File: src/rtl/html_tag_strip_entity_decode_unit_defines.svh
// Assertion macros for the tag strip / entity decode unit.
// No dependencies; included by the files that assert.
`ifndef HTML_TAG_STRIP_ENTITY_DECODE_UNIT_DEFINES_SVH
`define HTML_TAG_STRIP_ENTITY_DECODE_UNIT_DEFINES_SVH

// Concurrent assertion on an explicit clock and active-low reset.
`define HTSED_ASSERT_AT(label, clock, reset_n, prop, msg) \
    label: assert property (@(posedge clock) disable iff (!reset_n) (prop)) \
        else $error(msg);

// Same, on the block's own clk and rst_n.
`define HTSED_ASSERT(label, prop, msg) \
    `HTSED_ASSERT_AT(label, clk, rst_n, prop, msg)

`endif

File: src/rtl/htsed_pkg.sv
// Shared types, character codes and entity tables for the tag strip unit.
// No dependencies.
`default_nettype none

package htsed_pkg;

    localparam int MaxEmit = 6;

    typedef logic [7:0] byte_t;
    typedef logic [2:0] count_t;

    typedef enum logic [1:0] {
        KIND_QUOT,
        KIND_LT,
        KIND_GT,
        KIND_AMP
    } kind_t;

    localparam byte_t CharLt    = 8'h3C;
    localparam byte_t CharGt    = 8'h3E;
    localparam byte_t CharAmp   = 8'h26;
    localparam byte_t CharSemi  = 8'h3B;
    localparam byte_t CharQuote = 8'h22;
    localparam byte_t CharQ     = 8'h71;
    localparam byte_t CharU     = 8'h75;
    localparam byte_t CharO     = 8'h6F;
    localparam byte_t CharT     = 8'h74;
    localparam byte_t CharL     = 8'h6C;
    localparam byte_t CharG     = 8'h67;
    localparam byte_t CharA     = 8'h61;
    localparam byte_t CharM     = 8'h6D;
    localparam byte_t CharP     = 8'h70;

    typedef struct packed {
        logic   inside_tag;
        kind_t  entity_kind;
        count_t match_count;
    } scan_state_t;

    typedef struct packed {
        logic [MaxEmit-1:0][7:0] bytes;
        count_t                  count;
    } emit_t;

    function automatic byte_t ent_char(kind_t kind, count_t idx);
        byte_t b;
        b = 8'h00;
        case (kind)
            KIND_QUOT:
                case (idx)
                    3'd0:    b = CharAmp;
                    3'd1:    b = CharQ;
                    3'd2:    b = CharU;
                    3'd3:    b = CharO;
                    3'd4:    b = CharT;
                    3'd5:    b = CharSemi;
                    default: b = 8'h00;
                endcase
            KIND_LT:
                case (idx)
                    3'd0:    b = CharAmp;
                    3'd1:    b = CharL;
                    3'd2:    b = CharT;
                    3'd3:    b = CharSemi;
                    default: b = 8'h00;
                endcase
            KIND_GT:
                case (idx)
                    3'd0:    b = CharAmp;
                    3'd1:    b = CharG;
                    3'd2:    b = CharT;
                    3'd3:    b = CharSemi;
                    default: b = 8'h00;
                endcase
            default:
                case (idx)
                    3'd0:    b = CharAmp;
                    3'd1:    b = CharA;
                    3'd2:    b = CharM;
                    3'd3:    b = CharP;
                    3'd4:    b = CharSemi;
                    default: b = 8'h00;
                endcase
        endcase
        return b;
    endfunction

    function automatic count_t ent_len(kind_t kind);
        count_t n;
        case (kind)
            KIND_QUOT: n = 3'd6;
            KIND_LT:   n = 3'd4;
            KIND_GT:   n = 3'd4;
            default:   n = 3'd5;
        endcase
        return n;
    endfunction

    function automatic byte_t ent_value(kind_t kind);
        byte_t b;
        case (kind)
            KIND_QUOT: b = CharQuote;
            KIND_LT:   b = CharLt;
            KIND_GT:   b = CharGt;
            default:   b = CharAmp;
        endcase
        return b;
    endfunction

endpackage

`default_nettype wire

File: src/rtl/htsed_step.sv
// One-byte scan step: next tag/entity state and the bytes the byte releases.
// Depends on htsed_pkg.
`default_nettype none

module htsed_step (
    input  logic [7:0]                char_in,
    input  logic                      final_byte,
    input  htsed_pkg::scan_state_t    state_cur,
    output htsed_pkg::scan_state_t    state_next,
    output htsed_pkg::emit_t          emit
);
    import htsed_pkg::*;

    scan_state_t st;
    count_t      pre_len;
    kind_t       pre_kind;
    logic        mid_en;
    byte_t       mid_byte;
    count_t      post_len;
    kind_t       post_kind;
    logic        do_plain;
    count_t      pos_next;

    // Emission order: flushed prefix, single byte, then prefix left at end of text.
    always_comb
    begin
        st        = state_cur;
        pre_len   = '0;
        pre_kind  = state_cur.entity_kind;
        mid_en    = 1'b0;
        mid_byte  = '0;
        post_len  = '0;
        post_kind = KIND_QUOT;
        do_plain  = 1'b0;
        pos_next  = state_cur.match_count + 3'd1;

        if (state_cur.inside_tag)
        begin
            if (char_in == CharGt)
            begin
                st.inside_tag = 1'b0;
            end
        end
        else if (state_cur.match_count == 3'd0)
        begin
            do_plain = 1'b1;
        end
        else if (state_cur.match_count == 3'd1)
        begin
            case (char_in)
                CharQ:
                begin
                    st.entity_kind = KIND_QUOT;
                    st.match_count = 3'd2;
                end
                CharL:
                begin
                    st.entity_kind = KIND_LT;
                    st.match_count = 3'd2;
                end
                CharG:
                begin
                    st.entity_kind = KIND_GT;
                    st.match_count = 3'd2;
                end
                CharA:
                begin
                    st.entity_kind = KIND_AMP;
                    st.match_count = 3'd2;
                end
                default:
                begin
                    pre_len        = 3'd1;
                    st.match_count = 3'd0;
                    st.entity_kind = KIND_QUOT;
                    do_plain       = 1'b1;
                end
            endcase
        end
        else
        begin
            if ((state_cur.match_count < ent_len(state_cur.entity_kind)) &&
                (char_in == ent_char(state_cur.entity_kind, state_cur.match_count)))
            begin
                if (pos_next == ent_len(state_cur.entity_kind))
                begin
                    // no byte follows: entity stays literal
                    if (final_byte)
                    begin
                        pre_len = pos_next;
                    end
                    else
                    begin
                        mid_en   = 1'b1;
                        mid_byte = ent_value(state_cur.entity_kind);
                    end
                    st.match_count = 3'd0;
                    st.entity_kind = KIND_QUOT;
                end
                else
                begin
                    st.match_count = pos_next;
                end
            end
            else
            begin
                pre_len        = state_cur.match_count;
                st.match_count = 3'd0;
                st.entity_kind = KIND_QUOT;
                do_plain       = 1'b1;
            end
        end

        if (do_plain)
        begin
            case (char_in)
                CharLt:
                begin
                    st.inside_tag = 1'b1;
                end
                CharGt:
                begin
                    // stray close bracket: dropped
                end
                CharAmp:
                begin
                    st.match_count = 3'd1;
                    st.entity_kind = KIND_QUOT;
                end
                default:
                begin
                    mid_en   = 1'b1;
                    mid_byte = char_in;
                end
            endcase
        end

        if (final_byte)
        begin
            post_len  = st.match_count;
            post_kind = st.entity_kind;
            st        = '0;
        end
    end

    assign state_next = st;

    always_comb
    begin
        emit.bytes = '0;
        for (int j = 0; j < MaxEmit; j++)
        begin
            if (count_t'(j) < pre_len)
            begin
                emit.bytes[j] = ent_char(pre_kind, count_t'(j));
            end
            else if (mid_en && (count_t'(j) == pre_len))
            begin
                emit.bytes[j] = mid_byte;
            end
            else
            begin
                emit.bytes[j] = ent_char(post_kind,
                                         count_t'(j) - pre_len - {2'b00, mid_en});
            end
        end
        emit.count = pre_len + {2'b00, mid_en} + post_len;
    end

endmodule

`default_nettype wire

File: src/rtl/html_tag_strip_entity_decode_unit.sv
// Top level: input register, scan step, result buffer that serialises bytes.
// Depends on htsed_pkg, htsed_step and the assertion macro header.
//
//  channel  signals                                    role
//  in       in_valid in_ready char_in final_byte       raw text byte request
//  out      out_valid out_ready char_out has_char      one result per cycle while out_ready is high
//           run_end text_end
//
// A new byte moves on once the buffer is empty or its last result leaves; a
// byte with n results holds the input side while the result buffer drains.
// A byte passes through the input register and then the result buffer.
// The scan state updates when a byte moves from the input register into
// the result buffer; reset clears state, valid flags and the buffer count.
// Stalls on out_ready back up into in_ready through the input register.
`default_nettype none
`include "html_tag_strip_entity_decode_unit_defines.svh"

module html_tag_strip_entity_decode_unit (
    input  logic       clk,
    input  logic       rst_n,
    input  logic       in_valid,
    output logic       in_ready,
    input  logic [7:0] char_in,
    input  logic       final_byte,
    output logic       out_valid,
    input  logic       out_ready,
    output logic [7:0] char_out,
    output logic       has_char,
    output logic       run_end,
    output logic       text_end
);
    import htsed_pkg::*;

    logic                    in_valid_reg, in_valid_next;
    byte_t                   char_reg;
    logic                    fin_reg;
    scan_state_t             state_reg, state_next;
    emit_t                   emit;
    logic [MaxEmit-1:0][7:0] res_bytes_reg, res_bytes_next;
    count_t                  res_cnt_reg, res_cnt_next;
    logic                    res_has_reg, res_has_next;
    logic                    res_fin_reg, res_fin_next;
    logic                    advance;
    logic                    out_fire;

    htsed_step u_step (
        .char_in    (char_reg),
        .final_byte (fin_reg),
        .state_cur  (state_reg),
        .state_next (state_next),
        .emit       (emit)
    );

    assign out_valid = (res_cnt_reg != 3'd0);
    assign out_fire  = out_valid && out_ready;
    assign advance   = in_valid_reg && ((res_cnt_reg == 3'd0) ||
                                        (out_ready && (res_cnt_reg == 3'd1)));
    assign in_ready  = !in_valid_reg || advance;

    assign char_out = res_bytes_reg[0];
    assign has_char = res_has_reg;
    assign run_end  = (res_cnt_reg == 3'd1);
    assign text_end = (res_cnt_reg == 3'd1) && res_fin_reg;

    always_comb
    begin
        in_valid_next = in_valid_reg;
        if (in_valid && in_ready)
        begin
            in_valid_next = 1'b1;
        end
        else if (advance)
        begin
            in_valid_next = 1'b0;
        end
    end

    always_comb
    begin
        res_bytes_next = res_bytes_reg;
        res_cnt_next   = res_cnt_reg;
        res_has_next   = res_has_reg;
        res_fin_next   = res_fin_reg;
        if (advance)
        begin
            res_fin_next = fin_reg;
            if (emit.count == 3'd0)
            begin
                // empty marker
                res_bytes_next = '0;
                res_cnt_next   = 3'd1;
                res_has_next   = 1'b0;
            end
            else
            begin
                res_bytes_next = emit.bytes;
                res_cnt_next   = emit.count;
                res_has_next   = 1'b1;
            end
        end
        else if (out_fire)
        begin
            res_bytes_next = {8'h00, res_bytes_reg[MaxEmit-1:1]};
            res_cnt_next   = res_cnt_reg - 3'd1;
        end
    end

    always_ff @(posedge clk or negedge rst_n)
    begin
        if (!rst_n)
        begin
            in_valid_reg <= 1'b0;
            state_reg    <= '0;
            res_cnt_reg  <= '0;
            res_has_reg  <= 1'b0;
            res_fin_reg  <= 1'b0;
        end
        else
        begin
            in_valid_reg <= in_valid_next;
            res_cnt_reg  <= res_cnt_next;
            res_has_reg  <= res_has_next;
            res_fin_reg  <= res_fin_next;
            if (advance)
            begin
                state_reg <= state_next;
            end
        end
    end

    always_ff @(posedge clk)
    begin
        res_bytes_reg <= res_bytes_next;
        if (in_valid && in_ready)
        begin
            char_reg <= char_in;
            fin_reg  <= final_byte;
        end
    end

    `HTSED_ASSERT(a_load_visible, advance |=> (res_cnt_reg != 3'd0), "loaded request not shown")
    `HTSED_ASSERT(a_marker_single, !res_has_reg |-> (res_cnt_reg <= 3'd1), "marker spans results")
    `HTSED_ASSERT(a_text_end_clear, (advance && fin_reg) |=> (state_reg == '0), "state kept past end")
    `HTSED_ASSERT(a_tag_no_entity, state_reg.inside_tag |-> (state_reg.match_count == 3'd0), "entity in tag")
    `HTSED_ASSERT(a_count_bound, res_cnt_reg <= 3'(MaxEmit), "result count overflow")

endmodule

`default_nettype wire

File: config.mk
export PLATFORM = sky130hd
export DESIGN_NAME = html_tag_strip_entity_decode_unit
export DESIGN_NICKNAME = d
export VERILOG_FILES = /design/src/rtl/htsed_pkg.sv /design/src/rtl/htsed_step.sv /design/src/rtl/html_tag_strip_entity_decode_unit.sv
export VERILOG_INCLUDE_DIRS = /design/src /design/src/rtl
export SDC_FILE = /design/constraint.sdc
export NUM_CORES = 1
export LEC_CHECK = 0
export BUFFER_PORTS_ARGS = -buffer_cell sky130_fd_sc_hd__buf_2
export CAP_MARGIN = 20
export CORE_MARGIN = 4
export CORE_UTILIZATION = 35
export DETAILED_ROUTE_END_ITERATION = 6
export GPL_ROUTABILITY_DRIVEN = 0
export SYNTH_ARGS = -nofsm -noshare
export SYNTH_HDL_FRONTEND = slang
export SYNTH_SLANG_ARGS = --single-unit
export TNS_END_PERCENT = 10
File: constraint.sdc
create_clock -name clk -period 10.3 [get_ports clk]
set_input_delay 0.515 -clock clk [delete_from_list [all_inputs] [get_ports clk]]
set_output_delay 0.515 -clock clk [all_outputs]
set_load 0.005 [all_outputs]
After elaboration in Yosys (flattened, before gate mapping)

Index checks and enable logic that the tools add are counted.

Add/sub/neg operators: 16
$mul: 0
Div/mod/pow operators: 0
$lt $le $gt $ge: 7
Eq/ne operators: 54
Shifts and indexed selects: 0
Muxes and demuxes: 115
Bitwise gates (word level): 0
Reduce and logical (&&, ||, !) cells: 33

Operators by type and width:

| kind                                                                   | number |
|---|---|
| 7-bit case mux with 4 select lines                                     | 13 |
| 7-bit case mux with 6 select lines                                     | 6 |
| 7-bit case mux with 5 select lines                                     | 6 |
| 8-bit 2-to-1 mux                                                       | 23 |
| 48-bit 2-to-1 mux                                                      | 3 |
| 8-bit case mux with 3 select lines                                     | 6 |
| 3-bit 2-to-1 mux                                                       | 18 |
| 3-bit by 2-bit equality test with 1-bit output (second input constant) | 14 |
| 3-bit equality test (second input constant)                            | 14 |
| 7-bit case mux with 2 select lines                                     | 3 |
| 8-bit by 7-bit equality test with 1-bit output (second input constant) | 4 |
| 3-bit zero test                                                        | 10 |
| 5-bit case mux with 3 select lines                                     | 2 |
| 5-bit 2-to-1 mux                                                       | 5 |
| 3-bit by 1-bit equality test with 1-bit output (second input constant) | 8 |
| 8-bit by 6-bit equality test with 1-bit output (second input constant) | 3 |
| 7-bit case mux with 3 select lines                                     | 1 |
| 1-bit 2-to-1 mux                                                       | 20 |
| 5-bit case mux with 4 select lines                                     | 1 |
| 6-bit 2-to-1 mux                                                       | 3 |
| 3-bit by 1-bit subtractor with 3-bit output                            | 6 |
| 8-bit case mux with 2 select lines                                     | 1 |
| 1-bit logical AND                                                      | 12 |
| 5-bit case mux with 2 select lines                                     | 1 |
| other kinds (28)                                                       | 42 |

Register bits after elaboration: 69
Latch bits: 0
Memory bits (writable): 0
Memory bits (read-only): 0
Output and inout port bits: 13
Memories kept: 0

Depth between registers and ports, before layout

Gate-level depths: netlist of run 1.

Word-level depth: 28
Gate-level depth with buffers: 24

Hierarchy

Synthesis of run 1 repeated with hierarchy kept, for this count alone.

Cell total of the unflattened synthesis: 903
Area total of the unflattened synthesis: 7269.5 µm²

By module, submodules not included:

| module                            | instances | cells an instance | area each (µm²) | seq. area each (µm²) |
|---|---|---|---|---|
| htsed_step                        | 1         | 646               | 4204.0          | 0.0 |
| html_tag_strip_entity_decode_unit | 1         | 257               | 3065.4          | 2011.9 |

Least setup slack after synthesis of run 1

Ideal clock, no wire load.

Path type: register -> register
From: register state_reg[2] (netlist bit)
To: register res_bytes_reg[32] (netlist bit) (data pin)
Setup time: 259 ps
Arrival: 5020 ps
Required time: 10041 ps
Slack: 5021 ps
Cell stages (with the launch flop): 23
Buffers on the path: 4
Period minus slack after synthesis: 5279 ps
Cells stage by stage: dfrtp_1 > buf_4 > buf_2 > inv_1 > ha_1 > buf_2 > or4b_4 > and3_4 > o31ai_1 > o211a_1 > nand4_4 > nor3_2 > nand3b_1 > inv_1 > fa_1 > fa_1 > nand3_1 > a211o_1 > and3_1 > buf_2 > o21ai_1 > a2111oi_2 > a211o_1

RTL lines:

| item                   | RTL line                                 | source |
|---|---|---|
| start, declared        | html_tag_strip_entity_decode_unit.sv:37  | `scan_state_t state_reg, state_next;` |
| start signal, assigned | html_tag_strip_entity_decode_unit.sv:126 | `state_reg <= state_next;` |
| end signal, assigned   | html_tag_strip_entity_decode_unit.sv:133 | `res_bytes_reg <= res_bytes_next;` |
| end, declared          | html_tag_strip_entity_decode_unit.sv:39  | `logic [MaxEmit-1:0][7:0] res_bytes_reg, res_bytes_next;` |

==> metrics.csv, run 1 <==
metric,value,unit
largest net degree at the start of global routing,74,
Syn Std Cell Area,6440,sq um
vias in the first global route,5759,
max reg flops,40,
Core ar.,18000,sq um
Via density,6.40,
die area,20600,sq um
DP Area,6620,sq um
Worst path top cell family by delay,simple AND/OR/NAND/NOR gates,
vias,6402,
critical-path cell list,inv_1 -> ha_1 -> or4b_4 -> and3_4 -> o31ai_1 -> o211a_1 -> nand4_4 -> nor3_2 -> nand3b_1 -> inv_1 -> fa_1 -> fa_1 -> nand2_1 -> nor2_1 -> a21oi_1 -> nand3_1 -> nor4_1 -> a221o_1,
Seq cells post-synth,69,
worst-path fanout max,21,
clock latency on the worst-skew pair,0.35,ns
CP required,10.50,ns
Detailed Route Iter0 Violations,1077,
dominant cells by area after synthesis,"edfxtp_1, nand2_1, a21oi_1",
Netlist cell types,87,
GRT Total Usage,21.2,%
worst vdd ir,0.141,mV
hold_buf cts,0,
Worst-path clk slew,0.07,ns
area grow syn2layout,7.99,%
Post-synth ARST share,17.4,%
status,completed,
GRT Residual Overflow,0,
final hold violation count,0,
Synth warnings,0,
CP startpoint kind,register,
Max-Cap Viols,0,
Die Ht,144,um
register area,2010,sq um
root buf cell,clkbuf_16,
fin area,6950,sq um
post-CTS sizing,0,
final std cells w/o fill,1000,
clock sinks,69,
crit path DAT,6.95,ns
Fillers,1858,
Finish-stage setup viols,0,
global-route wire length before repair,34200,um
Synth top area share,26.6,%
post-route ant nets,0,
"area leader, netlist",edfxtp_1,
"Setup Fix Bufs, Post-CTS",0,
Longest Clk Path Bufs,2,
worst setup margin,3.55,ns
syn avg cell area,8.18,sq um
most frequent cells in the layout,"nand2_1, a21oi_1, o21ai_0",
P per Cell Area,262,nW/um^2
WS Path Type,register to register,
Slew @ Worst Pin,1.05,ns
multi-input logic area,4010,sq um
CP endpoint kind,register,
top_reg_cell synth,edfxtp_1,
Die W,144,um
I/O Pins,26,
layout cells sized above 1,10.8,%
number of synthesized flops with an enable pin,57,
Tcrit/Tclk final,65.5,%
"Buf+Inv Stages, Crit Path",2,
Std-Cell Rows,49,
hold crit path type,input port to asynchronous set/reset pin,
min cycle time layout,6.75,ns
"worst slack, placed",3.67,ns
depth of the CTS H-tree,3,
initial antenna violation count,1,
n_diodes,0,
placed cell count,984,
Starting Density,35.7,%
DR WL/cell,22.0,um
worst clock skew,0.00973,ns
fmax,148,MHz
Finished Core Util,38.6,%
input/output buffers,25,
length of the first detailed-routing pass in iterations,6,
relative slew slack,29.6,%
DP Wirelength,15800,um
"commonest non-fill, non-tap cell in the layout",nand2_1,
WL final,22000,um
# nets final,806,
register area share after synthesis,31.3,%
Mapped Nets,827,
P_leak,2.61,nW
CTS Buf Count,9,
CTS tree,built,
CP peak stage delay,0.79,ns
RSZ-0062 raised after global routing,false,
Max Slew Vio Count,0,
final setup TNS,0,ns
Post-Synthesis Cells,787,
CP max stage cell,nor4_1,
DRC violations left,0,
[where the power goes]
part	switching, mW	total, mW	internal [mW]
logic	0.592	0.918	0.326
clock network	0.137	0.353	0.216
registers	0.0734	0.549	0.476
[worst paths after layout]
check,start,end,slack [ns],cells after the start
worst max-delay path,state_reg[2],res_bytes_reg[14],3.55,18
worst min-delay path,rst_n,state_reg[3],0.06,1
worst max register to register,state_reg[2],res_bytes_reg[14],3.55,18
worst min register to register,has_char,has_char,0.47,2
max in group asynchronous,rst_n,has_char,9.99,1
min in group clk,char_in[6],char_reg[6],0.34,1
[metrics by stage]
step	hold slack, ns	power, mW
final	0.0621	1.82
after CTS	0.0721	1.80
after floorplan	0.219	1.20
after detailed placement	0.433	1.44
after global placement	0.424	1.45
after global routing	0.0840	1.93
[worst register-to-register path: stages (launching register included)]
cell and delay, ns:
dfrtp_1 0.70, inv_1 0.18, ha_1 0.36, or4b_4 0.59, and3_4 0.19, o31ai_1 0.23
o211a_1 0.22, nand4_4 0.25, nor3_2 0.43, nand3b_1 0.29, inv_1 0.21, fa_1 0.44
fa_1 0.49, nand2_1 0.09, nor2_1 0.05, a21oi_1 0.18, nand3_1 0.65, nor4_1 0.80
a221o_1 0.25
[synthesized netlist by cell type (all sizes together), types with 5 or more instances]
cell and n:
dfrtp 12, a211o 5, nor2b 7, nor3b 5
o31ai 18, nand3 20, a31oi 14, a221o 7
a21boi 7, buf 26, nand2b 6, a22o 12
xor2 5, a211oi 12, inv 23, a21o 8
o211ai 9, a2111oi 6, a22oi 10, edfxtp 57
mux2i 8, or3 8, nand3b 5, and3 13
o21ai 71, nor3 23, a21oi 67, nand2 102
ha 25, nor4 11, clkbuf 43, nand4 7
nor2 55, xnor2 11
[routing by layer]
metal / vias up / global-route usage (%) / wire length [um]
met2: 391 / 32.0 / 9550
met4: 2 / 7.43 / 885
li1: 2933 / - / -
met5: - / 0 / 13
met1: 3001 / 30.1 / 9160
met3: 75 / 4.63 / 2350
[cells by family (layout without fill, tap and decap cells)]
kind of cell    Yosys count  after routing  synth area share [%]
compound gates          292            292                  30.6
simple gates            277            277                  21.3
buf+inv                  93             77                  6.47
flops                    69             69                  31.3
fa+ha+maj                27             27                  5.48
xor+xnor                 16             16                  2.59
mux                      13             13                  2.35
[final cells by class]
cell class,count,share of cell area (%)
flip-flops and latches,69,28.9
repair buffers,37,3.10
multi-input cells,625,57.7
clock inverters,7,1.49
inverters,24,1.37
well taps,229,4.12
clock buffers,9,3.24
(Power assumes the default switching activity.)
==> inputs of run 2 (changes only) <==
Settings changed: ABC_AREA from default to 1.
Clock period 10.3 ns to 5.6 ns, I/O delays scaled along.
==> run 2 against run 1 <==
Compared with the run above: synthesized area up 2.2%; critical path type unchanged; design area rose by 3.0%; die area rose by 2.1%; flip-flop and latch count stayed put; largest cell class unchanged; clock-buffer cell count is the same; final cell count grew 25%; routed wire length hardly changed; hold slack better by 0.057 ns; register-to-register slack got worse by 3.1 ns; highest routed layer is now met4; clock skew decreased by 0.0033 ns; critical endpoint is now res_bytes_reg[28].
==> metrics.csv, run 2 <==
metric,value,unit,change
"commonest non-fill, non-tap cell in the layout",nand2_1,,
Std-Cell Rows,49,,unchanged
CP peak stage delay,0.43,ns,-0.36 ns
worst vdd ir,0.178,mV,+26%
Die W,145,um,+1.1%
most frequent cells in the layout,"nand2_1, inv_1, nor2_1",,
Worst Hold Endpoint,char_reg[7],,
worst setup margin,0.491,ns,-3.06 ns
largest net degree at the start of global routing,54,,-27%
Synth warnings,0,,unchanged
max reg flops,40,,unchanged
GRT Total Usage,20.5,%,-0.72 points
"top cells by count, synth","nand2_1, inv_1, nor2_1",,
min cycle time layout,5.11,ns,-1.64 ns
post-route ant nets,0,,unchanged
Worst-path clk slew,0.06,ns,about the same
post-CTS sizing,0,,unchanged
fmax,196,MHz,+32%
WL final,22000,um,about the same
final setup TNS,0,ns,unchanged
vias,6856,,+7.1%
Mapped Nets,1043,,+26%
Worst R2R Setup Slack,0.49,ns,-3.06 ns
initial antenna violation count,0,,-1
die area,21100,sq um,+2.1%
input/output buffers,25,,unchanged
# nets final,1054,,+31%
Finish-stage setup viols,0,,unchanged
CP dominant cell by count,nand2_1,,
DRC violations left,0,,unchanged
dominant cells by area after synthesis,"edfxtp_1, nand2_1, nand3_1",,
syn avg cell area,6.56,sq um,-20%
GRT Residual Overflow,0,,unchanged
area grow syn2layout,8.82,%,
Die Ht,145,um,+1.1%
relative slew slack,47.3,%,+18 points
Hold Path Stages,1,,
RSZ-0062 raised after global routing,false,,
P per Cell Area,414,nW/um^2,+58%
Fillers,1931,,+3.9%
Detailed Route Iter0 Violations,1151,,+6.9%
clock latency on the worst-skew pair,0.34,ns,about the same
CP startpoint kind,register,,
DP Wirelength,16500,um,+4.6%
"count leader, synth",nand2_1,,
"area leader, netlist",edfxtp_1,,
fin area,7160,sq um,+3.0%
Max Slew Vio Count,0,,unchanged
DR WL/cell,17.6,um,-20%
top_reg_cell synth,edfxtp_1,,
Final Power,2.97,mW,+63%
global-route wire length before repair,35200,um,+2.8%
Netlist cell types,45,,-48%
layout cells sized above 1,10.9,%,+0.13 points
Slew @ Worst Pin,0.791,ns,-0.264 ns
Post-synth ARST share,17.4,%,unchanged
Synth top area share,26.0,%,-0.58 points
worst clock skew,0.00645,ns,-0.00328 ns
depth of the CTS H-tree,3,,unchanged
CP max stage cell,dfrtp_1,,
status,completed,,
CTS tree,built,,
root buf cell,clkbuf_16,,
n_diodes,0,,unchanged
R2R Path Start,state_reg[3],,
CP endpoint kind,register,,
Longest Clk Path Bufs,2,,unchanged
Syn Std Cell Area,6580,sq um,+2.2%
WS Path Type,register to register,,
"Buf+Inv Stages, Crit Path",8,,+6
"worst slack, placed",0.574,ns,-3.10 ns
length of the first detailed-routing pass in iterations,6,,unchanged
Max-Cap Viols,0,,unchanged
multi-input logic area,3940,sq um,-1.8%
crit path DAT,5.31,ns,-1.64 ns
register area share after synthesis,30.6,%,-0.68 points
Worst path top cell family by delay,simple AND/OR/NAND/NOR gates,,
Reg2Reg Depth,31,,+13
final hold violation count,0,,unchanged
Seq cells post-synth,69,,unchanged
I/O Pins,26,,unchanged
DP Area,6850,sq um,+3.5%
register area,2010,sq um,unchanged
Core ar.,18200,sq um,+1.0%
hold path start,char_in[7],,
R2R Path End,res_bytes_reg[28],,
Starting Density,36.1,%,+0.43 points
hold crit path type,input port to register,,
number of synthesized flops with an enable pin,57,,unchanged
P_leak,3.34,nW,+28%
clock sinks,69,,unchanged
CTS Buf Count,9,,unchanged
Post-Synthesis Cells,1003,,+27%
CP required,5.81,ns,-4.69 ns
vias in the first global route,6219,,+8.0%
worst-path fanout max,9,,-57%
Via density,5.49,,-14%
Tcrit/Tclk final,91.2,%,+26 points
run 2: changes by cell type in the layout (fill, tap and decap cells not counted), sizes merged, moves of 10 or more:
| cell | delta |
|---|---|
| a211oi | -11 |
| a22o | -12 |
| a31oi | -10 |
| and3 | -13 |
| inv | +85 |
| nand2 | +258 |
| nand3 | +75 |
| nor2 | +50 |
| nor3 | -13 |
| o31ai | -15 |
| xnor2 | -11 |
run 2: where the power goes:
part / leakage, nW / switching [mW] / internal, mW / total (mW)
Combinational: 2.48 / 0.992 / 0.399 / 1.39
Clock: 0.140 / 0.230 / 0.346 / 0.576
Sequential: 0.716 / 0.0906 / 0.907 / 0.998
run 2: area by class of cell:
type	count	share of cell area [%]
well taps	229	4.00
inverters	115	6.06
repair buffers	33	2.62
flip-flops and latches	69	28.1
clock buffers	9	3.15
clock inverters	7	1.05
multi-input cells	786	55.0
run 2: cell families after synthesis:
group | Yosys count | synth area share, %
buffers and inverters | 148 | 9.55
xor gates and xnor gates | 1 | 0.133
AOI/OAI and AO/OA | 163 | 13.4
adders and majority gates | 27 | 5.36
DFF | 69 | 30.6
and+or+nand+nor | 595 | 40.9
run 2: metal layers:
layer	part of all wire (%)	routed length, um	vias to the layer above	GRT usage [%]
li1	-	-	3318	-
met1	45	9880	3110	30.6
met2	43	9410	381	30.4
met3	9.6	2100	47	3.43
met4	2.6	561	0	6.22
met5	0	0	-	0
run 2: what timing repair did:
item | 4_1_cts | 5_1_grt
hold endpoints to repair | 12 | 0
hold buffers | 1 | 0
buffers inserted | 0 | 0
run 2: metrics by stage:
| step | util [%] | instances | hold WS, ns |
|---|---|---|---|
| floorplan | - | 1003 | -0.0156 |
| global placement | 37.6 | 1231 | 0.203 |
| detailed placement | 37.6 | 1231 | 0.200 |
| CTS | 39.3 | 1248 | 0.110 |
| global route | 39.3 | 1248 | 0.111 |
| finish | 39.3 | 1248 | 0.119 |
run 2: worst max-delay path by stage:
stage | startpoint | to | slack (ns) | depth (start not counted)
after floorplan | state_reg[3] | res_bytes_reg[36] | 1.34 | 29
after CTS | state_reg[3] | res_bytes_reg[28] | 0.56 | 31
after global placement | state_reg[3] | res_bytes_reg[38] | 0.73 | 23
after global routing | state_reg[3] | res_bytes_reg[28] | 0.02 | 32
after detailed placement | state_reg[3] | res_bytes_reg[28] | 0.57 | 31
final | state_reg[3] | res_bytes_reg[28] | 0.49 | 31
==> inputs of run 3 (changes only) <==
--- a/config.mk
+++ b/config.mk
@@ -14,6 +14,8 @@
 export DETAILED_ROUTE_END_ITERATION = 6
 export GPL_ROUTABILITY_DRIVEN = 0
+export PLACE_DENSITY = 0.61
 export SYNTH_ARGS = -nofsm -noshare
 export SYNTH_HDL_FRONTEND = slang
+export SYNTH_HIERARCHICAL = 1
 export SYNTH_SLANG_ARGS = --single-unit
 export TNS_END_PERCENT = 10
==> constraint.sdc (replaced) <==
create_clock -name clk -period 5.6 [get_ports clk]
set_input_delay 0.28 -clock clk [delete_from_list [all_inputs] [get_ports clk]]
set_output_delay 0.28 -clock clk [all_outputs]
set_load 0.1 [all_outputs]
==> run 3 against run 2 <==
Compared with the run above: final cell count grew 8.9%; die area grew 8.0%; register-to-register slack is essentially flat; hold slack lost 0.011 ns; setup slack lost 0.0034 ns; sequential power is essentially flat; sequential share of layout area shrank 1.9 points; first-iteration DRC count shrank 29%; critical path depth shrank 4; combinational power shrank 6%; core utilization shrank 0.44 points; global-route usage shrank 0.98 points; largest cell class unchanged; largest power group unchanged.
==> metrics.csv, run 3 <==
metric,value,unit,change
CP dominant cell by count,nor2_1,,
RSZ-0062 raised after global routing,false,,
hold crit path type,input port to register,,
fmax,196,MHz,about the same
n_diodes,0,,unchanged
Mapped Nets,1127,,+8.1%
depth of the CTS H-tree,3,,unchanged
number of synthesized flops with an enable pin,57,,unchanged
Slew @ Worst Pin,0.709,ns,-0.0811 ns
Fillers,2151,,+11%
Synth warnings,6,,+6
hold slack,0.109,ns,-0.0106 ns
WL final,22000,um,+0.22%
"area leader, netlist",edfxtp_1,,
most frequent cells in the layout,"nand2_1, inv_1, nand3_1",,
Syn Std Cell Area,7140,sq um,+8.5%
P_leak,3.76,nW,+13%
worst-path fanout max,11,,+2
Hold Path Stages,1,,unchanged
root buf cell,clkbuf_16,,
Max Slew Vio Count,0,,unchanged
"Setup Fix Bufs, Post-CTS",0,,unchanged
R2R Path End,char_out[3],,
input/output buffers,25,,unchanged
top_reg_cell synth,edfxtp_1,,
clock sinks,69,,unchanged
length of the first detailed-routing pass in iterations,6,,unchanged
vias,7255,,+5.8%
layout cells sized above 1,12.7,%,+1.8 points
worst clock skew,0.00676,ns,+0.000311 ns
largest net degree at the start of global routing,54,,unchanged
"worst slack, placed",0.675,ns,+0.101 ns
worst setup margin,0.488,ns,-0.00340 ns
"commonest non-fill, non-tap cell in the layout",nand2_1,,
Worst path top cell family by delay,simple AND/OR/NAND/NOR gates,,
relative slew slack,52.7,%,+5.4 points
Die W,151,um,+3.9%
vias in the first global route,6549,,+5.3%
Final Power,2.95,mW,-0.63%
CTS Buf Count,9,,unchanged
die area,22700,sq um,+8.0%
min cycle time layout,5.11,ns,+0.00340 ns
"top cells by count, synth","nand2_1, inv_1, nand3_1",,
Starting Density,36.1,%,-0.052 points
WS Path Type,register to register,,
max reg flops,40,,unchanged
Post-Synthesis Cells,1086,,+8.3%
register area,2010,sq um,unchanged
register area share after synthesis,28.2,%,-2.4 points
Finish-stage setup viols,0,,unchanged
Worst-path clk slew,0.06,ns,about the same
area grow syn2layout,7.75,%,
Post-synth ARST share,17.4,%,unchanged
global-route wire length before repair,35000,um,-0.57%
CP required,5.82,ns,about the same
GRT Residual Overflow,0,,unchanged
fin area,7690,sq um,+7.4%
"Buf+Inv Stages, Crit Path",4,,-4
Tcrit/Tclk final,91.3,%,about the same
P per Cell Area,383,nW/um^2,-7.5%
DRC violations left,0,,unchanged
Via density,5.34,,-2.8%
CP endpoint kind,register,,
hold path start,char_in[6],,
clock latency on the worst-skew pair,0.34,ns,about the same
Synth top area share,24.0,%,-2.0 points
Reg2Reg Depth,27,,-13%
"count leader, synth",nand2_1,,
status,completed,,
syn avg cell area,6.57,sq um,+0.19%
crit path DAT,5.33,ns,+0.02 ns
Longest Clk Path Bufs,2,,unchanged
worst vdd ir,0.291,mV,+64%
Max-Cap Viols,0,,unchanged
Die Ht,151,um,+3.9%
Std-Cell Rows,51,,+4.1%
DR WL/cell,16.2,um,-8.0%
CP peak stage delay,0.59,ns,+0.16 ns
CP max stage cell,ha_1,,
final hold violation count,0,,unchanged
Worst R2R Setup Slack,0.49,ns,about the same
CTS tree,built,,
Core ar.,19800,sq um,+8.6%
R2R Path Start,state_reg[4],,
multi-input logic area,4340,sq um,+10%
# nets final,1130,,+7.2%
Seq cells post-synth,69,,unchanged
GRT Total Usage,19.5,%,-0.98 points
Worst Hold Endpoint,char_reg[6],,
post-route ant nets,0,,unchanged
DP Area,7350,sq um,+7.3%
final setup TNS,0,ns,unchanged
Detailed Route Iter0 Violations,816,,-29%
DP Wirelength,16600,um,+0.65%
Netlist cell types,51,,+13%
initial antenna violation count,0,,unchanged
I/O Pins,26,,unchanged
dominant cells by area after synthesis,"edfxtp_1, nand2_1, nand3_1",,
CP startpoint kind,register,,
[run 3: cell types whose count changed after synthesis, moves of 6 or more]
cell / delta
nand2_2: +10
nand2_1: +34
clkbuf_1: -6
o21ai_0: -22
nor2_1: +9
nand3_1: +18
nand3_2: +9
inv_1: +17
[run 3: cell type report]
class | instances | area share [%]
Sequential cell | 69 | 26.2
Clock buffer | 9 | 2.93
Inverter | 134 | 6.57
Clock inverter | 7 | 1.37
Tap cell | 265 | 4.31
Multi-Input combinational cell | 844 | 56.4
Timing Repair Buffer | 31 | 2.25
[run 3: worst max-delay path by stage]
stage	start	to	slack, ns	cells past startpoint
after floorplan	state_reg[4]	res_bytes_reg[39]	1.55	25
after global placement	state_reg[3]	char_out[3]	0.76	25
after detailed placement	state_reg[4]	char_out[3]	0.68	27
after CTS	state_reg[4]	char_out[3]	0.63	27
after global routing	state_reg[4]	char_out[3]	0.18	27
final	state_reg[4]	char_out[3]	0.49	27
[run 3: layer usage]
| metal | up-vias | GRT usage, % | routed length, um |
|---|---|---|---|
| li1 | 3537 | - | - |
| met1 | 3289 | 26.3 | 9390 |
| met2 | 354 | 31.0 | 9970 |
| met3 | 75 | 3.35 | 1670 |
| met4 | 0 | 8.30 | 981 |
| met5 | - | 0 | 0 |
[run 3: cells by family after synthesis]
kind of cell    Yosys count  synth area share (%)
compound gates          133                  10.7
xor+xnor                  5                 0.614
fa+ha+maj                28                  5.01
buf+inv                 173                  11.1
flops                    69                  28.2
simple gates            678                  44.4
[run 3: repair_timing]
| item | in CTS | in global routing |
|---|---|---|
| hold buffers | 1 | 0 |
| hold endpoints to repair | 12 | 0 |
| gates resized for setup | 0 | 0 |
[run 3: per-stage QoR]
stage / cells / util [%]
floorplan: 1086 / -
global placement: 1342 / 37.2
detailed placement: 1342 / 37.2
CTS: 1359 / 38.9
global route: 1359 / 38.9
finish: 1359 / 38.9
[run 3: report_power, final]
group / total, mW / switching (mW) / leakage [nW] / internal, mW
sequential: 0.995 / 0.0952 / 0.717 / 0.900
combinational: 1.31 / 1.02 / 2.88 / 0.285
clock: 0.642 / 0.245 / 0.159 / 0.398
total: 2.95 / 1.36 / 3.76 / 1.58
[run 3: worst reg2reg max path: cells and delay by family, from the launching register on]
kind	cells	cell delay [ns]
buffers and inverters	4	0.83
adders and majority gates	4	1.45
AOI/OAI and AO/OA	3	0.44
and+or+nand+nor	16	1.86
DFF	1	0.41
